==> src/design/wsrx_pkg.sv <==
// Shared types and constants for the WebSocket frame receiver.
// Used by every module of the block; depends on nothing.
`default_nettype none

package wsrx_pkg;

    localparam int LENGTH_WIDTH = 64;

    localparam logic [7:0] CHAR_CR     = 8'h0d;
    localparam logic [7:0] CHAR_LF     = 8'h0a;
    localparam logic [6:0] LEN_CODE_16 = 7'h7e;
    localparam logic [6:0] LEN_CODE_64 = 7'h7f;

    localparam logic [3:0] EXT_BYTES_16 = 4'd2;
    localparam logic [3:0] EXT_BYTES_64 = 4'd8;
    localparam logic [3:0] KEY_BYTES    = 4'd4;

    typedef enum logic [5:0] {
        PH_HANDSHAKE = 6'b000001,
        PH_HDR0      = 6'b000010,
        PH_HDR1      = 6'b000100,
        PH_EXTLEN    = 6'b001000,
        PH_KEY       = 6'b010000,
        PH_PAYLOAD   = 6'b100000
    } t_phase;

    typedef enum logic [1:0] {
        EV_OPEN  = 2'd0,
        EV_BYTE  = 2'd1,
        EV_EMPTY = 2'd2
    } t_event;

    typedef struct packed {
        t_event     kind;
        logic [7:0] payload_byte;
        logic       frame_final;
        logic [3:0] frame_opcode;
        logic       last_in_frame;
    } t_result;

endpackage

`default_nettype wire

==> src/design/wsrx_in_reg.sv <==
// Input register stage of the WebSocket frame receiver.
// Holds one received byte until the parser takes it; uses wsrx_pkg.
`default_nettype none

module wsrx_in_reg
    import wsrx_pkg::*;
(
    input  wire logic       i_clk,
    input  wire logic       i_rst_n,
    input  wire logic       i_in_valid,
    input  wire logic [7:0] i_rx_byte,
    input  wire logic       i_advance,
    output logic            o_in_stall,
    output logic            o_valid,
    output logic [7:0]      o_byte
);

    logic       r_valid;
    logic [7:0] r_byte;
    logic       open_slot;

    assign open_slot  = !r_valid || i_advance;
    assign o_in_stall = !open_slot;
    assign o_valid    = r_valid;
    assign o_byte     = r_byte;

    always_ff @(posedge i_clk) begin
        if (!i_rst_n) begin
            r_valid <= 1'b0;
        end else if (open_slot) begin
            r_valid <= i_in_valid;
        end
    end

    always_ff @(posedge i_clk) begin
        if (open_slot && i_in_valid) begin
            r_byte <= i_rx_byte;
        end
    end

endmodule

`default_nettype wire

==> src/design/wsrx_parser.sv <==
// Parser state and per-byte update of the WebSocket frame receiver.
// Tracks the handshake terminator and the frame header; uses wsrx_pkg.
`default_nettype none

module wsrx_parser
    import wsrx_pkg::*;
(
    input  wire logic       i_clk,
    input  wire logic       i_rst_n,
    input  wire logic       i_step,
    input  wire logic [7:0] i_byte,
    output logic            o_res_valid,
    output t_result         o_res
);

    t_phase                  r_phase, n_phase;
    logic [1:0]              r_match, n_match;
    logic [3:0]              r_count, n_count;
    logic                    r_final, n_final;
    logic [3:0]              r_opcode, n_opcode;
    logic                    r_masked, n_masked;
    logic [LENGTH_WIDTH-1:0] r_len, n_len;
    logic [31:0]             r_key, n_key;
    logic [1:0]              r_pos, n_pos;

    logic [7:0]              want;
    logic [7:0]              key_byte;
    logic [LENGTH_WIDTH-1:0] len_after;
    logic                    use_after;

    always_comb begin
        case (r_pos)
            2'd0:    key_byte = r_key[31:24];
            2'd1:    key_byte = r_key[23:16];
            2'd2:    key_byte = r_key[15:8];
            default: key_byte = r_key[7:0];
        endcase
    end

    always_comb begin
        n_phase  = r_phase;
        n_match  = r_match;
        n_count  = r_count;
        n_final  = r_final;
        n_opcode = r_opcode;
        n_masked = r_masked;
        n_len    = r_len;
        n_key    = r_key;
        n_pos    = r_pos;
        want     = r_match[0] ? CHAR_LF : CHAR_CR;
        len_after = r_len;
        use_after = 1'b0;
        o_res_valid = 1'b0;
        o_res = '{kind: EV_OPEN, payload_byte: 8'd0, frame_final: 1'b0,
                  frame_opcode: 4'd0, last_in_frame: 1'b0};

        case (r_phase)
            PH_HANDSHAKE: begin
                if (i_byte == want) begin
                    if (r_match == 2'd3) begin
                        n_match     = 2'd0;
                        n_phase     = PH_HDR0;
                        o_res_valid = 1'b1;
                    end else begin
                        n_match = r_match + 2'd1;
                    end
                end else begin
                    n_match = (i_byte == CHAR_CR) ? 2'd1 : 2'd0;
                end
            end
            PH_HDR1: begin
                n_masked = i_byte[7];
                if (i_byte[6:0] == LEN_CODE_16) begin
                    n_len   = '0;
                    n_count = EXT_BYTES_16;
                    n_phase = PH_EXTLEN;
                end else if (i_byte[6:0] == LEN_CODE_64) begin
                    n_len   = '0;
                    n_count = EXT_BYTES_64;
                    n_phase = PH_EXTLEN;
                end else begin
                    len_after = {{(LENGTH_WIDTH-7){1'b0}}, i_byte[6:0]};
                    n_len     = len_after;
                    use_after = 1'b1;
                end
            end
            PH_EXTLEN: begin
                len_after = {r_len[LENGTH_WIDTH-9:0], i_byte};
                n_len     = len_after;
                n_count   = r_count - 4'd1;
                use_after = (r_count == 4'd1);
            end
            PH_KEY: begin
                n_key   = {r_key[23:0], i_byte};
                n_count = r_count - 4'd1;
                if (r_count == 4'd1) begin
                    n_pos = 2'd0;
                    if (r_len == '0) begin
                        n_phase     = PH_HDR0;
                        o_res_valid = 1'b1;
                        o_res.kind  = EV_EMPTY;
                        o_res.frame_final   = r_final;
                        o_res.frame_opcode  = r_opcode;
                        o_res.last_in_frame = 1'b1;
                    end else begin
                        n_phase = PH_PAYLOAD;
                    end
                end
            end
            PH_PAYLOAD: begin
                n_pos       = r_pos + 2'd1;
                n_len       = r_len - {{(LENGTH_WIDTH-1){1'b0}}, 1'b1};
                o_res_valid = 1'b1;
                o_res.kind  = EV_BYTE;
                o_res.payload_byte  = r_masked ? (i_byte ^ key_byte) : i_byte;
                o_res.frame_final   = r_final;
                o_res.frame_opcode  = r_opcode;
                o_res.last_in_frame = (r_len == {{(LENGTH_WIDTH-1){1'b0}}, 1'b1});
                if (o_res.last_in_frame) begin
                    n_phase = PH_HDR0;
                end
            end
            default: begin
                n_final  = i_byte[7];
                n_opcode = i_byte[3:0];
                n_phase  = PH_HDR1;
            end
        endcase

        if (use_after) begin
            if (n_masked) begin
                n_key   = '0;
                n_count = KEY_BYTES;
                n_phase = PH_KEY;
            end else begin
                n_pos = 2'd0;
                if (len_after == '0) begin
                    n_phase     = PH_HDR0;
                    o_res_valid = 1'b1;
                    o_res.kind  = EV_EMPTY;
                    o_res.frame_final   = r_final;
                    o_res.frame_opcode  = r_opcode;
                    o_res.last_in_frame = 1'b1;
                end else begin
                    n_phase = PH_PAYLOAD;
                end
            end
        end
    end

    always_ff @(posedge i_clk) begin
        if (!i_rst_n) begin
            r_phase  <= PH_HANDSHAKE;
            r_match  <= 2'd0;
            r_count  <= 4'd0;
            r_final  <= 1'b0;
            r_opcode <= 4'd0;
            r_masked <= 1'b0;
            r_len    <= '0;
            r_key    <= 32'd0;
            r_pos    <= 2'd0;
        end else if (i_step) begin
            r_phase  <= n_phase;
            r_match  <= n_match;
            r_count  <= n_count;
            r_final  <= n_final;
            r_opcode <= n_opcode;
            r_masked <= n_masked;
            r_len    <= n_len;
            r_key    <= n_key;
            r_pos    <= n_pos;
        end
    end

endmodule

`default_nettype wire

==> src/design/wsrx_out_reg.sv <==
// Result register of the WebSocket frame receiver.
// Holds one result until the downstream side takes it; uses wsrx_pkg.
`default_nettype none

module wsrx_out_reg
    import wsrx_pkg::*;
(
    input  wire logic    i_clk,
    input  wire logic    i_rst_n,
    input  wire logic    i_step,
    input  wire logic    i_res_valid,
    input  wire t_result i_res,
    input  wire logic    i_out_stall,
    output logic         o_advance,
    output logic         o_out_valid,
    output t_result      o_res
);

    logic    r_valid;
    t_result r_res;

    assign o_advance   = !r_valid || !i_out_stall;
    assign o_out_valid = r_valid;
    assign o_res       = r_res;

    always_ff @(posedge i_clk) begin
        if (!i_rst_n) begin
            r_valid <= 1'b0;
        end else if (o_advance) begin
            r_valid <= i_step && i_res_valid;
        end
    end

    always_ff @(posedge i_clk) begin
        if (o_advance && i_step && i_res_valid) begin
            r_res <= i_res;
        end
    end

endmodule

`default_nettype wire

==> src/design/websocket_frame_receiver.sv <==
// WebSocket frame receiver, client receive direction.
// Takes one received byte per transaction on the input channel (i_in_valid,
// o_in_stall, i_rx_byte) and gives at most one result per byte on the output
// channel (o_out_valid, i_out_stall and the result fields).
// After reset the block scans for the CR LF CR LF that ends the HTTP upgrade
// reply and reports it with a handshake-complete result. It then parses
// frames and gives one result per payload byte, unmasked, or one empty-frame
// result for a frame without payload, on its last header or key byte. Other
// header and key bytes give no result. A byte is captured in the input
// register, and the parser result is registered in the result register.
// Throughput is one byte per cycle while the output channel does not stall.
// When the output stalls with the result register full, it holds its contents
// and the input register takes one more byte if empty; o_in_stall then rises.
// Reset (synchronous, active low) empties both registers and returns the
// parser to the handshake scan. Depends on wsrx_pkg and the wsrx_ modules.
`default_nettype none

module websocket_frame_receiver
    import wsrx_pkg::*;
(
    input  wire logic       i_clk,
    input  wire logic       i_rst_n,
    input  wire logic       i_in_valid,
    output logic            o_in_stall,
    input  wire logic [7:0] i_rx_byte,
    output logic            o_out_valid,
    input  wire logic       i_out_stall,
    output logic [1:0]      o_event_kind,
    output logic [7:0]      o_payload_byte,
    output logic            o_frame_final,
    output logic [3:0]      o_frame_opcode,
    output logic            o_last_in_frame
);

    logic       advance;
    logic       in_valid;
    logic [7:0] in_byte;
    logic       step;
    logic       res_valid;
    t_result    res;
    t_result    out_res;

    assign step = in_valid && advance;

    wsrx_in_reg u_in_reg (
        .i_clk      (i_clk),
        .i_rst_n    (i_rst_n),
        .i_in_valid (i_in_valid),
        .i_rx_byte  (i_rx_byte),
        .i_advance  (advance),
        .o_in_stall (o_in_stall),
        .o_valid    (in_valid),
        .o_byte     (in_byte)
    );

    wsrx_parser u_parser (
        .i_clk       (i_clk),
        .i_rst_n     (i_rst_n),
        .i_step      (step),
        .i_byte      (in_byte),
        .o_res_valid (res_valid),
        .o_res       (res)
    );

    wsrx_out_reg u_out_reg (
        .i_clk       (i_clk),
        .i_rst_n     (i_rst_n),
        .i_step      (step),
        .i_res_valid (res_valid),
        .i_res       (res),
        .i_out_stall (i_out_stall),
        .o_advance   (advance),
        .o_out_valid (o_out_valid),
        .o_res       (out_res)
    );

    assign o_event_kind    = out_res.kind;
    assign o_payload_byte  = out_res.payload_byte;
    assign o_frame_final   = out_res.frame_final;
    assign o_frame_opcode  = out_res.frame_opcode;
    assign o_last_in_frame = out_res.last_in_frame;

`ifndef NO_ASSERTIONS
    a_kind_legal: assert property (@(posedge i_clk) disable iff (!i_rst_n)
        o_out_valid |-> (o_event_kind == EV_OPEN || o_event_kind == EV_BYTE ||
                         o_event_kind == EV_EMPTY))
        else $error("result carries an undefined event kind");

    a_open_clean: assert property (@(posedge i_clk) disable iff (!i_rst_n)
        (o_out_valid && o_event_kind == EV_OPEN) |->
            (o_payload_byte == 8'd0 && !o_frame_final && o_frame_opcode == 4'd0 &&
             !o_last_in_frame))
        else $error("handshake result carries frame fields");

    a_empty_last: assert property (@(posedge i_clk) disable iff (!i_rst_n)
        (o_out_valid && o_event_kind == EV_EMPTY) |->
            (o_last_in_frame && o_payload_byte == 8'd0))
        else $error("empty-frame result is not marked last");

    a_stall_only_full: assert property (@(posedge i_clk) disable iff (!i_rst_n)
        o_in_stall |-> (o_out_valid && i_out_stall))
        else $error("input stalled while the result register can move");
`endif

endmodule

`default_nettype wire
==> config.mk <==
export PLATFORM = sky130hd
export DESIGN_NAME = websocket_frame_receiver
export DESIGN_NICKNAME = d
export VERILOG_FILES = /design/src/design/wsrx_pkg.sv /design/src/design/wsrx_in_reg.sv /design/src/design/wsrx_parser.sv /design/src/design/wsrx_out_reg.sv /design/src/design/websocket_frame_receiver.sv
export SDC_FILE = /design/constraint.sdc
export NUM_CORES = 1
export LEC_CHECK = 0
export ABC_CLOCK_PERIOD_IN_PS = 2950
export BUFFER_PORTS_ARGS = -buffer_cell sky130_fd_sc_hd__buf_2
export CORE_ASPECT_RATIO = 0.7
export CORE_MARGIN = 2
export CORE_UTILIZATION = 39
export CTS_CLUSTER_DIAMETER = 120
export DETAILED_ROUTE_END_ITERATION = 10
export GPL_TIMING_DRIVEN = 0
export HOLD_SLACK_MARGIN = 0.06
export MAX_ROUTING_LAYER = met4
export PLACE_DENSITY_LB_ADDON = 0.08
export SYNTH_ARGS = -nofsm -noshare
export SYNTH_HDL_FRONTEND = slang
export SYNTH_SLANG_ARGS = --single-unit
==> constraint.sdc <==
create_clock -name i_clk -period 2.95 [get_ports i_clk]
set_input_delay 0.295 -clock i_clk [delete_from_list [all_inputs] [get_ports i_clk]]
set_output_delay 0.295 -clock i_clk [all_outputs]
set_load 0.005 [all_outputs]
==> metrics, run 1 <==
Buf/Inv on CP=1; global placement routability congestion=0.927; count leader, synth=nand2_1; Slew @ Worst Pin=0.885 ns; total CTS buffers=17; nets=1058; unrepaired setup endpoints after global routing=yes; ys async rst share=0%; cell area after layout=9210 um2; Area after DPL=8150 um2; depth of the worst register-to-register path=8; most area-hungry cell type in the Yosys netlist=dfxtp_1; nature of the critical path startpoint=register; Hold Violations, Final=0; Crit path depth=8; Setup-failing EPs final=0; I/O Buffers=29; wire per inst=21.1 um; Post-synth top flop=dfxtp_1; Fin Setup TNS=0 ns; Req. time, crit path=3.10 ns; FMAX=345 MHz; first-pass GRT wire length=42500 um; share of the synthesized area in the top cell type=30.9%; Slowest-stage cell, CP=or4_4; initial antenna violation count=2; P_int=0.00333 W; Hold Path Depth=3; pre-CTS WS=-0.418 ns; top post-synthesis cells by area=dfxtp_1, edfxtp_1, nand2_1; area of the die=20800 um2; critical path class=reg2reg; sequential share of power=44.5%; delay-heaviest family, CP=simple AND/OR/NAND/NOR gates; CTS tree=yes; Die Y=121 um; P&R area growth vs syn=20.4%; Slew Limit Fails=0; clock root buffer=clkbuf_16; normalized max-slew margin=40.9%; Clock power frac=50.1%; Via density=6.06; Starting DRT DRC Count=1128; Die W=171 um; largest net degree at the start of global routing=17; Synth Cell Area=7650 um2; number of flops mapped to enable cells by yosys=24; row count=42; post-synthesis cell type count=80; share of cells above drive strength 1=15.5%; Initial Util=40.1%; Hold Slack=0.0857 ns; final worst path period share=98.3%; Sink Count=142; combinational power share=5.5%; TritonRoute pass-1 iters=6; slowest stage delay, CP=0.55 ns; setup ws final=0.0487 ns; VDD IR max=0.351 mV; leak pwr=3.18 nW; outcome=completed; clock latency on the worst-skew pair=0.44 ns; HP Class=in2reg; GR Overflow Total=0; H-Tree Level Count=4; drt total wl=27700 um; Tot GR Track Use=27.8%; element type at the critical path end=register; worst path cell trace=or4_4 -> or3_4 -> nor4_2 -> nand4_1 -> nor2_2 -> nor3_2 -> nor2_4 -> clkbuf_16; Max clock buf depth=2; Core Footprint=19100 um2; top post-synthesis cells by count=nand2_1, dfxtp_1, nor2_1; NetSw=0.00119 W; Synth Register Bits=142; Avg Cell Area, Syn=7.94 um2; Setup Skew=0.0142 ns; Arr. time, crit path=3.06 ns; Vias=7963; Final min period=2.90 ns; DRC viols=0; vias in the first global route=7007; crit-path max FO=8; PwrDens=490 nW/um2; clock-pin slew on the worst setup and hold paths=0.06 ns; Syn Inst Count=964; Seq/Total Area, Yosys=40.3%; Synth Warn #=0; net count after synthesis=986; number of max-cap violations=0; Net Sw Frac=26.3%; # IOs=30; DRT antenna net count=0; DP Wirelength=19700 um
-- worst reg2reg max path: cells and delay by family (launching register included) --
family                 cells  cell delay (ns)
buffers and inverters      1             0.20
AND/OR/NAND/NOR            7             2.09
flip-flops                 1             0.34
-- cells by family after synthesis --
logic type | Yosys count | share of synthesized area, %
AO/OA/AOI/OAI | 299 | 24.2
adder cells (fa/ha/maj) | 10 | 1.64
AND/OR/NAND/NOR | 399 | 26.0
multiplexers | 9 | 1.19
XOR/XNOR | 13 | 1.49
flip-flops | 142 | 40.3
buffers and inverters | 92 | 5.17
-- cell type report --
| type | count | area (um2) |
|---|---|---|
| buffer | 69 | 322 |
| antenna | 2 | 5.00 |
| inverter | 15 | 56.3 |
| multi-input combinational | 730 | 4360 |
| timing repair buffer | 61 | 435 |
| clock buffer | 18 | 450 |
| sequential | 142 | 3100 |
| fill | 1885 | 9860 |
| clock inverter | 14 | 159 |
| tap | 264 | 330 |
-- power groups by stage --
stage                     Clock (W)  Combinational, W  Sequential (W)
after global placement            0          0.000226         0.00204
final                       0.00226          0.000246         0.00201
after CTS                   0.00228          0.000234         0.00200
after global routing        0.00237          0.000265         0.00201
after detailed placement          0          0.000226         0.00204
after floorplan                   0          0.000148         0.00204
-- placed cells by master, fill, tap and decap left out, drive strengths merged, types with 20 or more instances in the layout --
cell type,n
a21oi,93
a22oi,23
buf,61
clkbuf,78
dfxtp,118
edfxtp,24
inv,26
nand2,131
nand3,20
nor2,102
nor3,37
nor4,29
o21ai,95
-- through the flow --
| stage | util [%] | cells | total power (W) |
|---|---|---|---|
| after floorplan | - | 964 | 0.00218 |
| after global placement | 42.6 | 1257 | 0.00227 |
| after detailed placement | 42.7 | 1258 | 0.00227 |
| after CTS | 46.7 | 1299 | 0.00452 |
| after global routing | 48.3 | 1315 | 0.00464 |
| final | 48.3 | 1315 | 0.00452 |
-- flip-flops by register name, indices dropped and copies added, names as in the netlist --
register and cells:
u_parser.r_opcode 4, u_in_reg.o_byte 8, u_parser.r_count 4, u_in_reg.o_valid 1, u_parser.r_masked 1, u_parser.r_key 32
u_parser.r_pos 2, u_parser.r_match 2, u_parser.r_final 1, u_parser.r_len 64, u_out_reg.o_res 16, u_parser.r_phase 6
u_out_reg.o_out_valid 1
-- metal layers --
metal / global-route usage, % / up-vias / routed length [um]
met5: - / - / 0
met3: 6.16 / 30 / 2860
li1: - / 3701 / -
met4: 6.73 / 0 / 320
met1: 44.6 / 3820 / 14100
met2: 33.8 / 412 / 10500
-- repair_timing --
action | CTS | global route
cloned | 0 | 1
pin swaps | 3 | 14
hold buffers | 8 | 0
endpoints found under the hold margin | 8 | 0
gates resized for setup | 16 | 47
buffers inserted | 2 | 20
endpoints found under the setup margin | 101 | 119
-- final timing paths --
path / from / to / slack (ns)
worst max register to register: u_parser.r_len[42] / u_out_reg.o_res[14] / 0.05
worst min register to register: u_parser.r_key[26] / u_parser.r_key[26] / 0.46
worst min-delay path: i_in_valid / u_in_reg.o_valid / 0.09
worst max-delay path: u_parser.r_len[42] / u_out_reg.o_res[14] / 0.05
No activity file was read; power rests on OpenSTA's default activity.
==> inputs of run 2 (changes only) <==
MAX_ROUTING_LAYER = unset   (was met4)
==> metrics, run 2 (synthesized netlist as in run 1, its figures left out) <==
outcome=completed; initial antenna violation count=1; final worst path period share=98.6%; clock-pin slew on the worst setup and hold paths=0.06 ns; global placement routability congestion=0.911; PwrDens=491 nW/um2; largest net degree at the start of global routing=17; most frequent cells in the layout=nand2_1, dfxtp_1, nor2_1; wire per inst=21.1 um; fill cell count=1884; Core Footprint=19100 um2; Setup-failing EPs final=0; slowest stage delay, CP=0.55 ns; CTS tree=yes; FF-to-FF End=u_out_reg.o_res[14]; Arr. time, crit path=3.06 ns; nets=1057; Req. time, crit path=3.10 ns; Slew @ Worst Pin=0.926 ns; FF-to-FF setup slack=0.04 ns; cell area after layout=9200 um2; number of max-cap violations=0; DRC viols=0; vias in the first global route=7013; FMAX=344 MHz; VDD IR max=0.347 mV; Initial Util=40.1%; depth of the worst register-to-register path=8; Design Power=0.00452 W; clock root buffer=clkbuf_16; GR Overflow Total=0; DP Wirelength=19700 um; leak pwr=3.18 nW; Die W=171 um; Hold Path Depth=3; Vias=7968; Die Y=121 um; H-Tree Level Count=4; Endpoint, Worst Hold=u_in_reg.o_valid; nature of the critical path startpoint=register; Starting DRT DRC Count=1097; crit-path max FO=8; TritonRoute pass-1 iters=6; Hold Violations, Final=0; placed instance count=1258; DRT antenna net count=0; worst path cell trace=or4_4 -> or3_4 -> nor4_2 -> nand4_1 -> nor2_2 -> nor3_2 -> nor2_4 -> clkbuf_16; Hold Path Origin=i_in_valid; normalized max-slew margin=38.1%; share of cells above drive strength 1=15.5%; P&R area growth vs syn=20.3%; first-pass GRT wire length=42500 um; RR Startpoint=u_parser.r_len[42]; Final min period=2.91 ns; Max clock buf depth=2; Area after DPL=8150 um2; Cell Count, Final, Fillers Out=1313; area of the die=20800 um2; # IOs=30; unrepaired setup endpoints after global routing=yes; Setup Skew=0.0118 ns; Via density=6.07; Slowest-stage cell, CP=or4_4; Util after Layout=48.2%; HP Class=in2reg; total CTS buffers=17; element type at the critical path end=register; Slew Limit Fails=0; Tot GR Track Use=27.0%; row count=42; max reg flops=64; I/O Buffers=29; Top reg by flops=u_parser.r_len; leading cell type in the layout, fill and taps excluded=nand2_1; Hold Slack=0.0900 ns; clock latency on the worst-skew pair=0.44 ns; drt total wl=27700 um; critical path class=reg2reg; Sink Count=142
## run 2: how the worst max path moves through the flow
| stage | startpoint | endpoint | slack [ns] | depth (start not counted) |
|---|---|---|---|---|
| detailed placement | u_parser.r_phase[1] | u_parser.r_len[56] | -0.42 | 9 |
| floorplan | u_parser.r_len[39] | u_out_reg.o_res[0] | 0.12 | 8 |
| global route | u_parser.r_len[26] | u_parser.r_len[55] | -0.04 | 9 |
| finish | u_parser.r_len[42] | u_out_reg.o_res[14] | 0.04 | 8 |
| CTS | u_parser.r_phase[1] | u_parser.r_len[56] | -0.0003 | 9 |
| global placement | u_parser.r_phase[4] | u_parser.r_len[16] | -0.46 | 8 |
## run 2: what timing repair did
| item | in CTS | in global routing |
|---|---|---|
| hold endpoints to repair | 8 | 0 |
| resized for setup | 16 | 42 |
| pin swaps | 3 | 14 |
| setup endpoints to repair | 101 | 119 |
| gates cloned | 0 | 1 |
| buffers inserted | 2 | 20 |
| hold buffers | 8 | 0 |
## run 2: power by group
group,switching (W),internal (W)
Combinational,0.000157,0.0000857
Sequential,0.0000296,0.00198
Clock,0.00101,0.00126
Total,0.00119,0.00333
## run 2: metal layers
| metal | global-route usage (%) | part of all wire, % | vias up |
|---|---|---|---|
| met2 | 33.8 | 38 | 488 |
| met5 | 0 | 0 | - |
| li1 | - | - | 3688 |
| met4 | 6.57 | 1.0 | 0 |
| met3 | 6.65 | 12 | 30 |
| met1 | 44.3 | 50 | 3762 |
## run 2: through the flow
| stage | setup TNS (ns) | setup WS (ns) |
|---|---|---|
| after floorplan | 0 | 0.118 |
| after global placement | -24.92 | -0.463 |
| final | 0 | 0.0412 |
| after detailed placement | -18.58 | -0.418 |
| after global routing | -0.339 | -0.0397 |
| after CTS | -0.000348 | -0.000348 |
## run 2: critical path: cells and delay by family, from the launching register on
kind / cells / cell delay [ns]
buffers and inverters: 1 / 0.20
and+or+nand+nor: 7 / 2.09
DFF: 1 / 0.35
## run 2: final cells by class
type / instances / area (um2) / share of cell area (%)
diodes: 1 / 2.50 / 0.0272
well taps: 264 / 330 / 3.59
plain buffers: 68 / 315 / 3.43
flip-flops and latches: 142 / 3100 / 33.6
inverters: 15 / 56.3 / 0.612
multi-input cells: 730 / 4360 / 47.4
clock buffers: 18 / 450 / 4.89
clock inverters: 14 / 159 / 1.73
repair buffers: 61 / 435 / 4.73
==> inputs of run 3 (changes only) <==
--- a/config.mk
+++ b/config.mk
@@ -10,3 +10,2 @@
 export CORE_ASPECT_RATIO = 0.7
-export CORE_MARGIN = 2
 export CORE_UTILIZATION = 39
@@ -16,3 +15,2 @@
 export HOLD_SLACK_MARGIN = 0.06
-export PLACE_DENSITY_LB_ADDON = 0.08
 export SYNTH_ARGS = -nofsm -noshare
==> constraint.sdc (replaced) <==
create_clock -name i_clk -period 2.95 [get_ports i_clk]
set_input_delay 0.59 -clock i_clk [delete_from_list [all_inputs] [get_ports i_clk]]
set_output_delay 0.59 -clock i_clk [all_outputs]
set_load 0.005 [all_outputs]
==> metrics, run 3 (synthesized netlist as in run 1, its figures left out) <==
initial antenna violation count=1; row count=42; slowest stage delay, CP=0.58 ns; final worst path period share=99.5%; Initial Util=40.1%; normalized max-slew margin=39.4%; Hold Violations, Final=0; placed instance count=1258; most frequent cells in the layout=nand2_1, dfxtp_1, nor2_1; fill cell count=1884; crit-path max FO=7; Area after DPL=8140 um2; nature of the critical path startpoint=register; number of diodes=0; Cell Count, Final, Fillers Out=1303; element type at the critical path end=register; depth of the worst register-to-register path=10; # hold bufs at CTS=0; DP Wirelength=18800 um; VDD IR max=0.293 mV; clock-pin slew on the worst setup and hold paths=0.06 ns; outcome=completed; cell area after layout=9050 um2; clock root buffer=clkbuf_16; FMAX=341 MHz; # IOs=30; PwrDens=500 nW/um2; GR Overflow Total=0; drt total wl=26800 um; Setup-failing EPs final=0; DRT antenna net count=0; Req. time, crit path=3.25 ns; multi-input logic area=4330 um2; Util after Layout=47.4%; leak pwr=3.10 nW; Arr. time, crit path=3.23 ns; critical path class=reg2reg; crit path from=u_parser.r_len[0]; share of cells above drive strength 1=13.8%; Core Footprint=19100 um2; DRC viols=0; worst path cell trace=or4_4 -> and4b_1 -> clkbuf_4 -> nand3_4 -> or3_1 -> buf_2 -> nor4_4 -> buf_4 -> nor2b_1 -> o31ai_1; Starting DRT DRC Count=1155; Final min period=2.93 ns; FF-to-FF setup slack=0.02 ns; Hold Path Depth=1; Endpoint, Worst Hold=u_in_reg.o_byte[0]; Die W=169 um; Sequential Area=3090 um2; Die Y=119 um; Via density=6.16; total CTS buffers=17; Vias=8030; Hold Path Origin=i_rx_byte[0]; vias in the first global route=7049; setup ws final=0.0155 ns; Tot GR Track Use=26.8%; Slew @ Worst Pin=0.908 ns; RR Startpoint=u_parser.r_len[0]; Setup Skew=0.00792 ns; wire per inst=20.5 um; Max clock buf depth=2; largest net degree at the start of global routing=17; clock latency on the worst-skew pair=0.43 ns; P&R area growth vs syn=18.3%; TritonRoute pass-1 iters=6; area of the die=20200 um2; Top reg by flops=u_parser.r_len; I/O Buffers=29; H-Tree Level Count=4; FF-to-FF End=u_parser.r_len[61]; Sink Count=142; first-pass GRT wire length=41300 um; CTS tree=yes; Slowest-stage cell, CP=or4_4; pre-CTS WS=-0.365 ns; max reg flops=64; nets=1048; HP Class=in2reg; global placement routability congestion=0.933; leading cell type in the layout, fill and taps excluded=nand2_1; number of max-cap violations=0; Slew Limit Fails=0
-- run 3: through the flow --
| step | hold WS (ns) | TNS [ns] | power (W) |
|---|---|---|---|
| floorplan | 0.436 | 0 | 0.00218 |
| global placement | 0.445 | -16.25 | 0.00226 |
| detailed placement | 0.450 | -12.55 | 0.00226 |
| CTS | 0.322 | -0.243 | 0.00452 |
| global route | 0.321 | -0.0625 | 0.00464 |
| finish | 0.331 | 0 | 0.00452 |
-- run 3: where the power goes --
part | leakage [nW] | switching, W | internal (W)
logic | 1.65 | 0.000158 | 0.0000756
registers | 1.15 | 0.0000240 | 0.00199
clock network | 0.295 | 0.000869 | 0.00141
-- run 3: worst max path at each step --
stage                                    end  slack [ns]  cells past startpoint
after floorplan           u_out_reg.o_res[0]        0.12                      8
after global placement    u_out_reg.o_res[8]       -0.41                      8
after detailed placement  u_out_reg.o_res[6]       -0.36                      8
after CTS                 u_out_reg.o_res[3]       -0.05                      9
after global routing      u_parser.r_len[61]       -0.03                     10
final                     u_parser.r_len[61]        0.02                     10
-- run 3: critical path: cells and delay by family, from the launching register on --
family | cells | cell delay [ns]
and+or+nand+nor | 6 | 1.80
DFF | 1 | 0.37
AOI/OAI and AO/OA | 1 | 0.08
buffers and inverters | 3 | 0.55
-- run 3: final cells by class --
class	instances	share of cell area, %
multi-input combinational	730	47.9
sequential	142	34.1
buffer	72	3.69
clock buffer	21	4.87
clock inverter	11	1.83
inverter	15	0.622
timing repair buffer	48	3.32
tap	264	3.65
-- run 3: layer usage --
metal	GRT usage (%)	wire length (um)	up-vias
met1	41.9	12700	3796
met4	7.55	476	0
met5	0	0	-
met3	8.47	3270	50
li1	-	-	3674
met2	33.6	10300	510
-- run 3: what timing repair did --
action                                  CTS  global route
endpoints found under the setup margin   84           113
pin swaps                                 3            11
endpoints found under the hold margin     0             0
resized for setup                        14            32
buffers inserted                          2            16
